<file path="src/design/bso_ram.sv">
`default_nettype none
module bso_ram #(
	parameter int WIDTH = 8,
	parameter int DEPTH = 64,
	localparam int ADDR_W = (DEPTH > 1) ? $clog2(DEPTH) : 1
) (
	input  wire logic                 clk,
	input  wire logic                 we,
	input  wire logic [ADDR_W-1:0]    waddr,
	input  wire logic [WIDTH-1:0]     wdata,
	input  wire logic [ADDR_W-1:0]    raddr,
	output logic      [WIDTH-1:0]     rdata
);

	logic [WIDTH-1:0] mem_q [DEPTH];

	always_ff @(posedge clk) begin
		if (we) begin
			mem_q[waddr] <= wdata;
		end
		rdata <= mem_q[raddr];
	end

endmodule
`default_nettype wire

</file>
<file path="config.mk">
export PLATFORM = sky130hd
export DESIGN_NAME = bso_ram
export DESIGN_NICKNAME = d
export VERILOG_FILES = /design/src/design/bso_ram.sv
export SDC_FILE = /design/constraint.sdc
export NUM_CORES = 1
export LEC_CHECK = 0
export BUFFER_PORTS_ARGS = -buffer_cell sky130_fd_sc_hd__buf_2
export CORE_MARGIN = 3
export CORE_UTILIZATION = 65
export DETAILED_ROUTE_END_ITERATION = 6
export HOLD_SLACK_MARGIN = 0.15
export MAX_ROUTING_LAYER = met4
export PLACE_DENSITY = 0.85
export SETUP_SLACK_MARGIN = 0.4
export SLEW_MARGIN = 15
export SYNTH_ARGS = -nofsm -noshare
export SYNTH_HDL_FRONTEND = slang
export SYNTH_SLANG_ARGS = --single-unit
</file>
<file path="constraint.sdc">
create_clock -name clk -period 3.56 [get_ports clk]
set_input_delay 0.534 -clock clk [delete_from_list [all_inputs] [get_ports clk]]
set_output_delay 0.534 -clock clk [all_outputs]
set_load 0.005 [all_outputs]
</file>
==> out/qor.yml <==
sta:
  fmax_mhz: 405
  relSlewSlack_pct: 35.5
  setup-tns-final_ns: 0
  layout_setup_ws_ns: 1.09
  fin_skew_ns: 0.0169
  drv_slew: 0
  rsz0062_at_grt: "false"
  setup_viol: 0
  finalHoldViolCount: 0
  tightest_slew_ns: 0.964
  min_period_ns: 2.47
  fin_crit_sh_pct: 69.4
clocking:
  cts_hold_buf: 0
  clock_latency_ns: 0.55
  cts_sinks: 520
  clock_path_buffers: 3
  cts-root-buf: "clkbuf_16"
  cts_setup_buffers: 0
  clk_pin_slew_worst_paths_ns: 0.06
  cts.repair.resized: 0
  cts_tree: "built"
  cts_max_level: 2
  cts_buffers: 48
final_layout:
  n_fill_cell: 1478
  drive_gt1_share_pct: 27.4
  final_net_count: 1033
  syn2layout_area_growth_pct: 11.7
synthesis:
  synth-seq-cells: 520
  ys_seq_area_share_pct: 77.0
  synth_flop_cell: "edfxtp_1"
  synth.avg_cell_area_um2: 21.5
  syn_nets: 962
  syn_area_mm2: 0.0202
  async_flop_share_pct: 0
  yosys_warnings: 0
  ys_types: 40
  syn_inst: 940
  synth_edf_count: 512
routing:
  via_per_inst: 7.29
  highest_layer: "met4"
  drcViolationCount: 0
  drt-total-wl_mm: 47.7
  routedWlPerCell_um: 33.1
  vias: 10500
  wl_met3_mm: 6.14
  drtAntennaViolNets: 0
  drt-pass1-iter-count: 6
  m1WireLength_mm: 16.3
  dr_wl_met2_mm: 23.2
  dr.first_iter.drc_count: 1794
place:
  post-place-ws_ns: 0.685
  gp_congestion: 0.836
  dpl.hpwl_mm: 26.3
  io_buffers: 29
global_routing:
  antenna_found_initial: 2
  grt_use_total_pct: 30.5
  grt_overflow: 0
  grt_pass1_wl_mm: 71.7
  grt_pass1_vias: 10500
  grt_max_degree: 65
die:
  rows: 63
  initial_core_util_pct: 67.0
  ios: 30
  core_mm2: 0.0301
  die_area_mm2: 0.0332
  die_h_um: 182
  die_w_um: 182
setup_path:
  crit_path_cell_trace: "clkbuf_8, buf_12, buf_4, mux4_2, mux2i_1, o2111ai_1, nand2_1, o2bb2ai_1"
  critPathKind: "in -> reg"
  startpoint_type: "primary input"
  endpoint_kind: "flip-flop"
  path_max_fanout: 29
  cp.arrival_ns: 2.88
  cp_slowest_cell: "mux4_2"
  cpPeakStageDelay_ns: 0.52
  crit_buf_inv: 3
  cp_top_family: "buffers and inverters"
  cp.required_ns: 3.97
power_and_ir_drop:
  power.leakage_nw: 7.11
  power.density_mw_per_mm2: 569
  ir_drop_mv: 0.395
run:
  maxCapViolCount: 0
worst_hold_path:
  hp-class: "in -> reg"
status:
  status: "finished clean"
==> Yosys cell counts (3+ instances only) <==
library cell,instances,share of area (%)
a211oi_1,4,0.15
a21oi_1,3,0.074
a221oi_1,6,0.26
a22oi_1,3,0.11
buf_1,4,0.074
buf_2,11,0.27
buf_4,13,0.48
buf_6,4,0.22
clkbuf_1,17,0.32
dfxtp_1,8,0.79
edfxtp_1,512,76
mux2_2,13,0.73
mux2i_1,23,1.1
mux4_2,126,14
nand2_1,19,0.35
nand2b_1,7,0.22
nand3_1,13,0.32
nand3b_1,3,0.11
nor2_1,83,1.5
nor2b_1,14,0.43
nor3_1,7,0.17
o2111ai_1,3,0.13
o221ai_1,8,0.35
o22ai_1,8,0.25
o2bb2ai_1,3,0.13
==> report_power, final <==
group          leakage [nW]  internal [mW]  switching [mW]  total (mW)
clock network         0.791           3.17            2.20        5.37
logic                  1.64          0.239           0.404       0.642
registers              4.67           6.77          0.0249        6.80
total                  7.11           10.2            2.63        12.8
==> state kept, by name, indices dropped and copies added, names as in the netlist <==
register  count
mem_q       512
rdata         8
==> cells in the final DEF, fill, tap and decap left out, types with 3 or more instances in the layout <==
cell,synthesis,routed
buf_4,13,49
nand2b_1,7,7
o22ai_1,8,8
nand3_1,13,13
a211oi_1,4,4
buf_2,11,18
nand2_1,19,19
nor3_1,7,7
nor2b_1,14,14
a221oi_1,6,6
edfxtp_1,512,512
a22oi_1,3,3
bufinv_16,0,9
clkinv_2,0,10
buf_12,2,4
a21oi_1,3,3
clkinv_1,0,5
o2111ai_1,3,3
mux2_2,13,13
mux4_2,126,126
nor2_1,83,83
mux2i_1,23,23
clkbuf_16,0,49
dfxtp_1,8,8
o221ai_1,8,8
clkbuf_1,17,7
nand3b_1,3,3
o2bb2ai_1,3,3
clkinvlp_4,0,5
==> metal layers <==
layer / vias up / GRT usage, %
met1: 5292 / 42.5
li1: 4056 / -
met2: 977 / 45.9
met5: - / -
met3: 171 / 6.66
met4: 0 / 11.0
==> stage by stage <==
| step | std cells | cell area (um2) | util, % | hold WS (ns) | power [mW] |
|---|---|---|---|---|---|
| 3_3_place_gp | 1351 | 20900 | 69.3 | 0.788 | 7.52 |
| 4_1_cts | 1437 | 22500 | 74.7 | 0.437 | 12.8 |
| 3_5_place_dp | 1351 | 20900 | 69.3 | 0.819 | 7.54 |
| 6_report | 1439 | 22500 | 74.8 | 0.470 | 12.8 |
| 5_1_grt | 1439 | 22500 | 74.8 | 0.476 | 13.1 |
| 2_1_floorplan | 940 | 20200 | - | 0.633 | 7.28 |
==> logic make-up after synthesis <==
| group | after synthesis | synth area share [%] |
|---|---|---|
| compound gates | 54 | 2.07 |
| mux | 162 | 15.9 |
| flops | 520 | 77.0 |
| simple gates | 153 | 3.39 |
| buf+inv | 51 | 1.57 |
==> worst paths after layout <==
kind / startpoint / to / slack (ns) / cells past startpoint
setup / recovery: raddr[0] / rdata[2] / 1.09 / 8
hold / removal: raddr[5] / rdata[6] / 0.47 / 3
setup reg to reg: mem_q[21][4] / rdata[4] / 1.34 / 5
hold reg to reg: mem_q[26][6] / rdata[6] / 0.86 / 3
==> final cells by class <==
type | count | area, um2 | area share (%)
diodes | 2 | 5.00 | 0.0222
clock buffers | 56 | 1250 | 5.56
clock inverters | 30 | 385 | 1.71
multi-input cells | 369 | 4320 | 19.2
flip-flops and latches | 520 | 15500 | 68.9
well taps | 390 | 488 | 2.17
repair buffers | 72 | 552 | 2.45
==> tightest hold or removal path, stage by stage <==
cell,delay (ns)
buf_2,0.23
nand3_1,0.12
o32ai_1,0.07
No activity file was read; power rests on OpenSTA's default activity.
